### src/hdl/orf_pkg.sv
package orf_pkg;

  // command codes
  localparam logic [1:0] CMD_PUT   = 2'd0;
  localparam logic [1:0] CMD_GET   = 2'd1;
  localparam logic [1:0] CMD_PEEK  = 2'd2;
  localparam logic [1:0] CMD_CLEAR = 2'd3;

  // status codes
  localparam logic [1:0] ST_OK    = 2'd0;
  localparam logic [1:0] ST_EMPTY = 2'd1;
  localparam logic [1:0] ST_RANGE = 2'd2;

  // register index (byte address bit 2)
  localparam logic REG_SLOTS_IN_USE = 1'b0;

  localparam logic [12:0] SLOTS_RESET = 13'd4096;
  localparam logic [16:0] HELD_MAX    = 17'h1FFFF;

  typedef struct packed {
    logic        valid;
    logic [63:0] data;
  } slot_t;

  // per-beat result data except the record itself
  typedef struct packed {
    logic [1:0]  status;
    logic [11:0] fill_level;
    logic        is_full;
    logic        is_empty;
    logic [31:0] records_written;
    logic [16:0] held_bytes;
    logic        dropped_oldest;
    logic        use_mem;
  } meta_t;

endpackage

### src/hdl/orf_ctrl.sv
module orf_ctrl #(
  parameter int SLOT_COUNT   = 4096,
  parameter int RECORD_BYTES = 8,
  parameter int AW           = 12,
  parameter int SW           = 13
) (
  input  logic            clk,
  input  logic            rst_n,
  input  logic            cfg_we,
  input  logic [12:0]     cfg_val,
  input  logic            go,
  input  logic [1:0]      cmd,
  input  logic [63:0]     record_in,
  input  logic [15:0]     extra_bytes,
  input  logic [11:0]     slot_index,
  output logic            busy,
  output logic            mem_we,
  output logic [AW-1:0]   mem_waddr,
  output orf_pkg::slot_t  mem_wdata,
  output logic            mem_re,
  output logic [AW-1:0]   mem_raddr,
  output orf_pkg::meta_t  meta
);
  import orf_pkg::*;

  localparam int SIZE_RST = (SLOT_COUNT < 4096) ? SLOT_COUNT : 4096;
  localparam int BW = ((SW + 4 > 16) ? SW + 4 : 16) + 1;
  localparam int CW = (SW > 12) ? SW : 12;

  logic [SW-1:0] size_r,  size_nxt;
  logic [AW-1:0] rp_r,    rp_nxt;
  logic [AW-1:0] wp_r,    wp_nxt;
  logic [AW-1:0] cnt_r,   cnt_nxt;
  logic [31:0]   pc_r,    pc_nxt;
  logic [16:0]   held_r,  held_nxt;
  logic          busy_r,  busy_nxt;
  logic [AW-1:0] swp_r,   swp_nxt;

  logic          full, empty, drop;
  logic [AW-1:0] fill_ad;
  logic [BW-1:0] bytes;
  logic [1:0]    status;
  logic          use_mem;

  function automatic logic [AW-1:0] adv(input logic [AW-1:0] p, input logic [SW-1:0] sz);
    logic [SW-1:0] q;
    q = SW'(p) + SW'(1);
    return (q >= sz) ? '0 : AW'(q);
  endfunction

  assign full  = (SW'(cnt_r) == (size_r - SW'(1)));
  assign empty = (cnt_r == '0);
  assign drop  = go && (cmd == CMD_PUT) && full;

  assign fill_ad = full ? (cnt_r - AW'(1)) : cnt_r;
  assign bytes   = BW'(fill_ad) * BW'(RECORD_BYTES) + BW'(extra_bytes);

  always_comb begin
    size_nxt = size_r;
    rp_nxt   = rp_r;
    wp_nxt   = wp_r;
    cnt_nxt  = cnt_r;
    pc_nxt   = pc_r;
    held_nxt = held_r;
    busy_nxt = busy_r;
    swp_nxt  = swp_r;
    status   = ST_OK;
    use_mem  = 1'b0;
    mem_re   = 1'b0;
    mem_raddr = rp_r;

    if (busy_r) begin
      swp_nxt = swp_r + AW'(1);
      if (swp_r == AW'(SLOT_COUNT - 1)) begin
        busy_nxt = 1'b0;
      end
    end

    if (cfg_we) begin
      if (cfg_val < 13'd2) begin
        size_nxt = SW'(2);
      end else if (32'(cfg_val) > 32'(SLOT_COUNT)) begin
        size_nxt = SW'(SLOT_COUNT);
      end else begin
        size_nxt = SW'(cfg_val);
      end
      rp_nxt  = '0;
      wp_nxt  = '0;
      cnt_nxt = '0;
    end else if (go) begin
      case (cmd)
        CMD_PUT: begin
          if (full) begin
            rp_nxt = adv(rp_r, size_r);
          end
          cnt_nxt  = fill_ad + AW'(1);
          wp_nxt   = adv(wp_r, size_r);
          pc_nxt   = pc_r + 32'd1;
          held_nxt = (bytes > BW'(HELD_MAX)) ? HELD_MAX : 17'(bytes);
        end
        CMD_GET: begin
          if (empty) begin
            status = ST_EMPTY;
          end else begin
            use_mem = 1'b1;
            mem_re  = 1'b1;
            rp_nxt  = adv(rp_r, size_r);
            cnt_nxt = cnt_r - AW'(1);
          end
        end
        CMD_PEEK: begin
          mem_raddr = AW'(slot_index);
          if (empty) begin
            status = ST_EMPTY;
          end else if (CW'(slot_index) >= CW'(size_r)) begin
            status = ST_RANGE;
          end else begin
            use_mem = 1'b1;
            mem_re  = 1'b1;
          end
        end
        default: begin
          // clear: empty the ring, zero the counters and sweep the valid flags
          rp_nxt   = '0;
          wp_nxt   = '0;
          cnt_nxt  = '0;
          pc_nxt   = '0;
          held_nxt = '0;
          busy_nxt = 1'b1;
          swp_nxt  = '0;
        end
      endcase
    end
  end

  always_ff @(posedge clk) begin
    if (!rst_n) begin
      size_r <= SW'(SIZE_RST);
      rp_r   <= '0;
      wp_r   <= '0;
      cnt_r  <= '0;
      pc_r   <= '0;
      held_r <= '0;
      busy_r <= 1'b1;
      swp_r  <= '0;
    end else begin
      size_r <= size_nxt;
      rp_r   <= rp_nxt;
      wp_r   <= wp_nxt;
      cnt_r  <= cnt_nxt;
      pc_r   <= pc_nxt;
      held_r <= held_nxt;
      busy_r <= busy_nxt;
      swp_r  <= swp_nxt;
    end
  end

  assign busy = busy_r;

  always_comb begin
    mem_we    = 1'b0;
    mem_waddr = wp_r;
    mem_wdata = '{valid: 1'b1, data: record_in};
    if (busy_r) begin
      mem_we    = 1'b1;
      mem_waddr = swp_r;
      mem_wdata = '{valid: 1'b0, data: 64'd0};
    end else if (go && (cmd == CMD_PUT)) begin
      mem_we = 1'b1;
    end
  end

  assign meta.status          = status;
  assign meta.fill_level      = 12'(cnt_nxt);
  assign meta.is_full         = (SW'(cnt_nxt) == (size_r - SW'(1)));
  assign meta.is_empty        = (cnt_nxt == '0);
  assign meta.records_written = pc_nxt;
  assign meta.held_bytes      = held_nxt;
  assign meta.dropped_oldest  = drop;
  assign meta.use_mem         = use_mem;

endmodule

### config.mk
export PLATFORM = sky130hd
export DESIGN_NAME = orf_ctrl
export DESIGN_NICKNAME = d
export VERILOG_FILES = /design/src/hdl/orf_pkg.sv /design/src/hdl/orf_ctrl.sv
export SDC_FILE = /design/constraint.sdc
export NUM_CORES = 1
export LEC_CHECK = 0
export BUFFER_PORTS_ARGS = -buffer_cell sky130_fd_sc_hd__buf_2
export CAP_MARGIN = 20
export CORE_ASPECT_RATIO = 1.5
export CORE_MARGIN = 1.5
export CORE_UTILIZATION = 30
export CTS_BUF_LIST = sky130_fd_sc_hd__clkbuf_2
export DETAILED_ROUTE_END_ITERATION = 16
export PLACE_DENSITY = 0.58
export SYNTH_ARGS = -nofsm -noshare
export SYNTH_HDL_FRONTEND = slang
export SYNTH_SLANG_ARGS = --single-unit
### constraint.sdc
create_clock -name clk -period 13.7 [get_ports clk]
set_clock_uncertainty 0.2 [all_clocks]
set_input_delay 2.74 -clock clk [delete_from_list [all_inputs] [get_ports clk]]
set_output_delay 2.74 -clock clk [all_outputs]
set_load 0.03 [all_outputs]
After elaboration in Yosys (flattened, before gate mapping)
Cells that the tools add are included.
Widths: inputs -> output; s select.
{"block": "totals", "word_cells": 90, "reg_bits": 111}
{"block": "op_classes", "reduce_logical": 10, "bitwise": 3, "magnitude_cmp": 6, "addsub": 8, "eq_ne": 7, "muxes": 48}
{"op": "$mux 12", "n": 16}
{"op": "$pmux 12 s3", "n": 2}
{"op": "$mux 65", "n": 1}
{"op": "$mux 32", "n": 2}
{"op": "$pmux 32 s2", "n": 1}
{"op": "$mux 17", "n": 3}
{"op": "$pmux 17 s2", "n": 1}
{"op": "$add 32x1->32 const B", "n": 1}
{"op": "$add 12x1->13 const B", "n": 2}
{"op": "$eq 12x13->1", "n": 2}
{"op": "$ge 13x13->1", "n": 2}
{"op": "$mux 13", "n": 2}
{"op": "$add 12x1->12 const B", "n": 2}
{"op": "$logic_not 12->1", "n": 2}
{"op": "$pmux 12 s2", "n": 1}
{"op": "$add 15x16->17", "n": 1}
{"op": "$gt 17x17->1 const B", "n": 1}
{"op": "$ge 12x13->1", "n": 1}
{"op": "$gt 13x13->1 const B", "n": 1}
{"op": "$lt 13x2->1 const B", "n": 1}
{"op": "$mux 1", "n": 13}
{"op": "$sub 13x1->13 const B", "n": 1}
{"op": "$eq 12x12->1 const B", "n": 1}
{"op": "$sub 12x1->12 const B", "n": 1}
{"op": "other kinds (13)", "n": 21}

Depth between registers and ports, before layout
Gate-level depths: netlist of run 1.
{"block": "depth", "word_depth": 9, "ltp_mapped": 23, "mapped_depth_nobuf": 21}

Least setup slack after synthesis of run 1
Ideal clock, no wire load.
{"block": "synth_timing", "kind": "input to output", "start": "input go", "end": "output meta[52] (netlist bit)", "path_buffers": 1, "cell_stages": 12, "t_arrival_ns": 5.787, "setup_slack_ns": 4.973, "required_time_ns": 10.760, "cell_sequence": "clkbuf_1 -> nor3b_1 -> a21o_1 -> a31oi_1 -> o221ai_1 -> xnor2_1 -> nor2_1 -> and3_1 -> nand4_1 -> nor3_1 -> and4b_1 -> and4_1"}
{"item": "from (decl)", "line_no": "orf_ctrl.sv:11", "text": "input logic go,"}
{"item": "to (decl)", "line_no": "orf_ctrl.sv:22", "text": "output orf_pkg::meta_t meta"}

==> metrics.cfg, run 1 <==
[clock_tree]
clkTransAtPathRegs_ns = 0.37
clock_sink_count = 111
cts_buffers = 9
cts_buffer_depth = 2
root_buffer = clkbuf_2
cts_tree = done
ctsHoldBuffers = 0
clk_latency_ns = 0.72
ctsHtreeMaxLevel = 3
ctsResizeCount = 0
cts_setup_buffers = 0

[yosys]
yosysTopAreaCell = dfxtp_1
synth_area_um2 = 9870
synthesis.nets = 1456
yosysUniqueCellTypes = 92
netlist.area_leader.share = 0.225
yosysSeqAreaShare = 0.225
yosysWarnings = 0
synthTopCellsByArea = dfxtp_1, ha_1, nand2_1
async_flop_share = 0
ys_ff_latch = 111
syn_avg_cell_area_um2 = 7.71
syn_inst = 1281
synth-edff-count = 0
synth_flop_cell = dfxtp_1

[final_layout]
fin_util = 0.359
area_growth_syn_to_layout_pct = 18.3
finalNonFillerCells = 1922
postLayoutCellArea_um2 = 11700
drive_above_1_share = 0.241
layout.nets = 1674
num-fill-cells = 3478

[floorplanning]
die_h_um = 225
die_area_um2 = 34000
chipWidth_um = 151
fp-row-count = 81
core_um2 = 32500
initial_utilization = 0.304
ios = 270

[timing]
slew_viol_final = 0
hold_violations = 0
tightest_slew_ns = 0.974
min_period_ns = 9.71
max_slew_margin = 0.348
setup_tns_ns = 0
rsz0062_at_grt = no
fin_crit_sh = 0.709
setup_violations = 0
fmax_ghz = 0.103

[worst_setup_path]
ff2ff_setup_slack_ns = 7.39
critPathArrivalTime_ns = 6.77
ff2ff_path_depth = 20
r2r_end = held_r[16]
crit_fanout = 12
crit_start = size_r[0]
end_kind = output pin
worstSetupPathType = register to output pin
critPathRequiredTime_ns = 10.76
regToRegStartpoint = size_r[0]
start_kind = register
endpoint = meta[18]

[min_path]
hp-class = register to register
hold_start = swp_r[9]

[global_routing]
grt_pass1_wl_um = 54600
antenna_found_initial = 3
grt_overflow = 0
grt_max_degree = 87
grt_pass1_vias = 10200
grt_usage = 0.209

[pwr]
powerDensity_nw_per_um2 = 59.4
peakVddDrop_mv = 0.0304
power.total_mw = 0.694
power_leakage_nw = 5.45

[placed_design]
hpwl_um = 28600
gp_congestion = 0.950
portBuffers = 269
dp_cells = 1902
dpl_cell_area_um2 = 11500

[detailed_routing]
ant_nets = 0
drc_errors = 0
finalWirelength_um = 36000
avgViaCountPerCell = 5.46
num_vias = 10500
drt-wirelength-per-cell_um = 18.7
first_iter_violations = 561
first_pass_iters = 5

[status]
status = completed

[run]
maxCapViolCount = 0

==> worst max-delay path: stages, from the launching register on <==
cell	delay (ns)
dfxtp_1	0.83
inv_1	0.21
ha_1	0.35
xor3_1	0.38
nor3_1	0.28
o211ai_1	0.18
a21o_1	0.40
or3_4	0.56
o21ai_0	0.48
ha_1	0.33
a21o_1	0.17
a21oi_1	0.27
o31ai_1	0.14
a21o_1	0.21
a21o_1	0.18
a21oi_1	0.21
o21bai_1	0.09
a21oi_1	0.22
o21bai_1	0.09
a32o_1	0.27
buf_2	0.18
==> cell families after synthesis <==
family | Yosys count | share of synthesized area
simple gates | 552 | 0.306
compound gates | 313 | 0.212
buf+inv | 121 | 0.0499
flops | 111 | 0.225
xor+xnor | 80 | 0.0805
fa+ha+maj | 64 | 0.0819
mux | 40 | 0.0446
==> synthesized netlist by cell type (all sizes together) (13+ instances only) <==
| library cell | count |
|---|---|
| nor3 | 32 |
| o21ai | 84 |
| nand4 | 19 |
| nand2 | 137 |
| nand2b | 17 |
| nor4 | 16 |
| xor2 | 35 |
| a21oi | 59 |
| xnor2 | 41 |
| nand3 | 38 |
| a22oi | 13 |
| nor2 | 73 |
| buf | 19 |
| and3 | 31 |
| a22o | 14 |
| and2 | 64 |
| nor2b | 76 |
| a31oi | 14 |
| ha | 63 |
| clkbuf | 55 |
| mux2 | 29 |
| a21o | 27 |
| inv | 46 |
| dfxtp | 111 |
==> sequential cells by signal, summed over array words and instances (netlist names) <==
signal  flops
size_r     13
swp_r      12
wp_r       12
rp_r       12
cnt_r      12
pc_r       32
busy        1
held_r     17
==> power breakdown <==
group | switching [mW] | internal (mW)
clock | 0.132 | 0.0654
combinational | 0.101 | 0.0625
sequential | 0.00541 | 0.329
==> layout by cell type, fill, tap and decap left out, types with 11 or more instances in the layout <==
| cell | netlist | layout |
|---|---|---|
| a21o_1 | 27 | 27 |
| ha_1 | 63 | 63 |
| and2_1 | 64 | 64 |
| xor2_1 | 31 | 31 |
| inv_1 | 46 | 46 |
| nand4_1 | 19 | 19 |
| o21ai_0 | 81 | 80 |
| nor2_1 | 73 | 72 |
| mux2i_1 | 11 | 11 |
| a21oi_1 | 59 | 59 |
| a31oi_1 | 14 | 14 |
| buf_4 | 3 | 11 |
| nand2_1 | 137 | 137 |
| nor3_1 | 29 | 29 |
| dfxtp_1 | 111 | 110 |
| buf_2 | 4 | 270 |
| xnor2_1 | 40 | 40 |
| mux2_2 | 28 | 28 |
| a22o_1 | 14 | 14 |
| nand3_1 | 37 | 37 |
| nor2b_1 | 76 | 76 |
| nand2b_1 | 17 | 17 |
| a22oi_1 | 13 | 13 |
| and3_1 | 31 | 31 |
==> routing by layer <==
metal | global-route usage | vias up | wire, um
li1 | - | 5017 | -
met1 | 0.217 | 4907 | 13400
met2 | 0.391 | 472 | 18800
met3 | 0.0271 | 101 | 1970
met4 | 0.124 | 2 | 1890
met5 | 0 | - | 10
==> per-stage QoR <==
stage          hold WS, ns  setup WS (ns)
6_report             0.319           3.99
5_1_grt              0.344           3.50
4_1_cts              0.313           3.90
3_5_place_dp         0.289           4.14
3_3_place_gp         0.274           4.22
2_1_floorplan        0.262           4.97
==> how the worst min path moves through the flow <==
stage,cells past startpoint,to
after floorplan,2,swp_r[7]
after global placement,2,swp_r[9]
after detailed placement,2,swp_r[9]
after CTS,2,swp_r[9]
after global routing,2,swp_r[7]
final,2,swp_r[9]
==> area by class of cell <==
type,count,area [um^2],area share
Tap cell,415,519,0.0444
Sequential cell,111,2220,0.190
Clock inverter,7,116,0.00996
Inverter,47,176,0.0151
Antenna cell,3,7.51,0.000643
Timing Repair Buffer,281,1430,0.123
Multi-Input combinational cell,1049,7160,0.613
Clock buffer,9,45.0,0.00386
No activity file was read; power rests on OpenSTA's default activity.
==> inputs of run 2 (changes only) <==
--- a/config.mk
+++ b/config.mk
@@ -5,6 +5,7 @@
 export SDC_FILE = /design/constraint.sdc
 export NUM_CORES = 1
 export LEC_CHECK = 0
+export ABC_AREA = 1
 export BUFFER_PORTS_ARGS = -buffer_cell sky130_fd_sc_hd__buf_2
 export CAP_MARGIN = 20
 export CORE_ASPECT_RATIO = 1.5
==> constraint.sdc (replaced) <==
create_clock -name clk -period 10 [get_ports clk]
set_clock_uncertainty 0.2 [all_clocks]
set_input_delay 2 -clock clk [delete_from_list [all_inputs] [get_ports clk]]
set_output_delay 2 -clock clk [all_outputs]
set_load 0.03 [all_outputs]
==> metrics.cfg, run 2 <==
[min_path]
hold_start = rp_r[7]  ; was swp_r[9]
hp-class = register to register  ; unchanged
worstHoldEndpoint = rp_r[7]  ; was swp_r[9]
whs_path_depth = 2  ; unchanged

[yosys]
async_flop_share = 0  ; unchanged
ys_ff_latch = 111  ; unchanged
syn_avg_cell_area_um2 = 5.95  ; was 7.71 um^2
synth_area_um2 = 9970  ; was 9870 um^2
synthesis.nets = 1850  ; was 1456
yosysTopAreaCell = dfxtp_1  ; unchanged
yosysWarnings = 0  ; unchanged
yosysSeqAreaShare = 0.223  ; was 0.225
syn_inst = 1675  ; was 1281
synth-edff-count = 0  ; unchanged
synthTopCellsByArea = dfxtp_1, nand2_1, inv_1  ; was dfxtp_1, ha_1, nand2_1
synth_flop_cell = dfxtp_1  ; unchanged
yosysUniqueCellTypes = 59  ; was 92
synthTopCellsByCount = nand2_1, inv_1, nor2_1  ; was nand2_1, dfxtp_1, o21ai_0
netlist.area_leader.share = 0.223  ; was 0.225
yosysMostFrequentCell = nand2_1  ; unchanged

[worst_setup_path]
cpPeakStageDelay_ns = 0.57  ; was 0.83 ns
worstSetupPathType = register to output pin  ; unchanged
ff2ff_setup_slack_ns = 4.85  ; was 7.39 ns
critPathRequiredTime_ns = 7.80  ; was 10.76 ns
cpMostUsedCell = nand2_1  ; was a21o_1
regToRegStartpoint = size_r[0]  ; unchanged
crit_path_top_delay_cell = dfxtp_1  ; unchanged
start_kind = register  ; unchanged
end_kind = output pin  ; unchanged
r2r_end = held_r[15]  ; was held_r[16]
crit_fanout = 12  ; unchanged
crit_start = size_r[0]  ; unchanged
ff2ff_path_depth = 35  ; was 20
critPathArrivalTime_ns = 5.76  ; was 6.77 ns

[final_layout]
reg_top3 = pc_r x32, held_r x17, size_r x13  ; unchanged
area_growth_syn_to_layout_pct = 17.6  ; was 18.3%
finalNonFillerCells = 2324  ; was 1922
final_cell_mix = nand2_1, buf_2, inv_1  ; was buf_2, nand2_1, dfxtp_1
layout.cells.most_common = nand2_1  ; was buf_2
regMostFlops = pc_r  ; unchanged
largest_register_ffs = 32  ; unchanged
layout.nets = 2079  ; was 1674
num-fill-cells = 3657  ; was 3478
fin_util = 0.359  ; about the same
drive_above_1_share = 0.192  ; was 0.241

[floorplanning]
ios = 270  ; unchanged
die_h_um = 226  ; was 225 um
die_area_um2 = 34400  ; was 34000 um^2
chipWidth_um = 152  ; was 151 um
fp-row-count = 81  ; unchanged
initial_utilization = 0.306  ; was 0.304
core_um2 = 32600  ; was 32500 um^2

[clock_tree]
cts_buffer_depth = 2  ; unchanged
ctsHtreeMaxLevel = 3  ; unchanged
cts_buffers = 9  ; unchanged
root_buffer = clkbuf_2  ; unchanged
clk_latency_ns = 0.72  ; about the same
clkTransAtPathRegs_ns = 0.34  ; was 0.37 ns
cts_tree = done  ; unchanged
ctsResizeCount = 0  ; unchanged
clock_sink_count = 111  ; unchanged
ctsHoldBuffers = 0  ; unchanged
cts_setup_buffers = 0  ; unchanged

[detailed_routing]
drt-wirelength-per-cell_um = 14.7  ; was 18.7 um
num_vias = 11300  ; was 10500
drc_errors = 0  ; unchanged
finalWirelength_um = 34100  ; was 36000 um
first_pass_iters = 5  ; unchanged
avgViaCountPerCell = 4.85  ; was 5.46
first_iter_violations = 609  ; was 561
ant_nets = 0  ; unchanged

[global_routing]
grt_max_degree = 95  ; was 87
grt_usage = 0.193  ; was 0.209
grt_pass1_vias = 10400  ; was 10200
grt_overflow = 0  ; unchanged
grt_pass1_wl_um = 53200  ; was 54600 um
antenna_found_initial = 1  ; was 3

[timing]
hold_violations = 0  ; unchanged
setup_violations = 0  ; unchanged
hold_slack_ns = 0.283  ; was 0.319 ns
fin_crit_sh = 0.796
rsz0062_at_grt = no  ; unchanged
max_slew_margin = 0.315  ; was 0.348
slew_viol_final = 0  ; unchanged
min_period_ns = 7.96
setup_tns_ns = 0  ; unchanged
tightest_slew_ns = 1.02  ; was 0.974 ns
fmax_ghz = 0.126

[run]
maxCapViolCount = 0  ; unchanged

[placed_design]
gp_congestion = 0.891  ; was 0.950
hpwl_um = 27700  ; was 28600 um
dp_cells = 2308  ; was 1902
portBuffers = 269  ; unchanged

[status]
status = completed  ; unchanged

[pwr]
powerDensity_nw_per_um2 = 75.6  ; was 59.4 nW/um^2
power_leakage_nw = 6.09  ; was 5.45 nW
peakVddDrop_mv = 0.0396  ; was 0.0304 mV

-- run 2: changes by cell type after synthesis, moves of 52 or more --
| cell | previous run | this run |
|---|---|---|
| nand3_1 | 37 | 113 |
| and2_1 | 64 | 2 |
| nor2_1 | 73 | 198 |
| a21oi_1 | 59 | 111 |
| inv_1 | 46 | 252 |
| nand2_1 | 137 | 422 |
| nor2b_1 | 76 | 0 |
-- run 2: worst max path at each step --
stage | end | cells past startpoint | slack (ns)
after global placement | meta[52] | 17 | 2.69
after detailed placement | meta[52] | 17 | 2.61
after floorplan | meta[52] | 18 | 3.54
final | meta[17] | 36 | 2.04
after global routing | meta[17] | 36 | 1.32
after CTS | meta[17] | 34 | 1.98
-- run 2: metal layers --
metal | track usage | up-vias | part of all wire
li1 | - | 5846 | -
met1 | 0.225 | 5088 | 0.41
met2 | 0.355 | 285 | 0.52
met3 | 0.0212 | 51 | 0.039
met4 | 0.0805 | 0 | 0.033
met5 | 0 | - | 0
-- run 2: worst max-delay path, delay by kind of cell, from the launching register on --
family	cells	cell delay, ns
AO/OA/AOI/OAI	6	0.94
AND/OR/NAND/NOR	21	2.09
buffers and inverters	6	0.57
flip-flops	1	0.57
adder cells (fa/ha/maj)	3	0.88
-- run 2: where the power goes --
group          internal [mW]  leakage, nW  switching [mW]
clock network         0.0356       0.0599           0.175
logic                 0.0721         5.14           0.148
registers              0.450        0.896         0.00556
total                  0.558         6.09           0.329
-- run 2: cell type report --
| class | count | area (um^2) | share of cell area |
|---|---|---|---|
| Tap cell | 415 | 519 | 0.0443 |
| Clock buffer | 11 | 55.1 | 0.00469 |
| Sequential cell | 111 | 2220 | 0.190 |
| Inverter | 264 | 991 | 0.0845 |
| Timing Repair Buffer | 275 | 1390 | 0.119 |
| Clock inverter | 4 | 32.5 | 0.00277 |
| Antenna cell | 1 | 2.50 | 0.000213 |
| Multi-Input combinational cell | 1243 | 6510 | 0.555 |
-- run 2: stage by stage --
| step | setup WS [ns] | total power [mW] | instance area [um^2] |
|---|---|---|---|
| finish | 2.04 | 0.886 | 11700 |
| global route | 1.32 | 0.941 | 11700 |
| CTS | 1.98 | 0.895 | 11700 |
| detailed placement | 2.61 | 0.682 | 11600 |
| global placement | 2.69 | 0.680 | 11600 |
| floorplan | 3.54 | 0.610 | 9970 |
-- run 2: cell families after synthesis --
family / Yosys count / share of synthesized area
muxes: 1 / 0.00113
and+or+nand+nor: 871 / 0.384
DFF: 111 / 0.223
buffers and inverters: 321 / 0.124
xor gates and xnor gates: 30 / 0.0263
adders and majority gates: 64 / 0.0811
AOI/OAI and AO/OA: 277 / 0.160
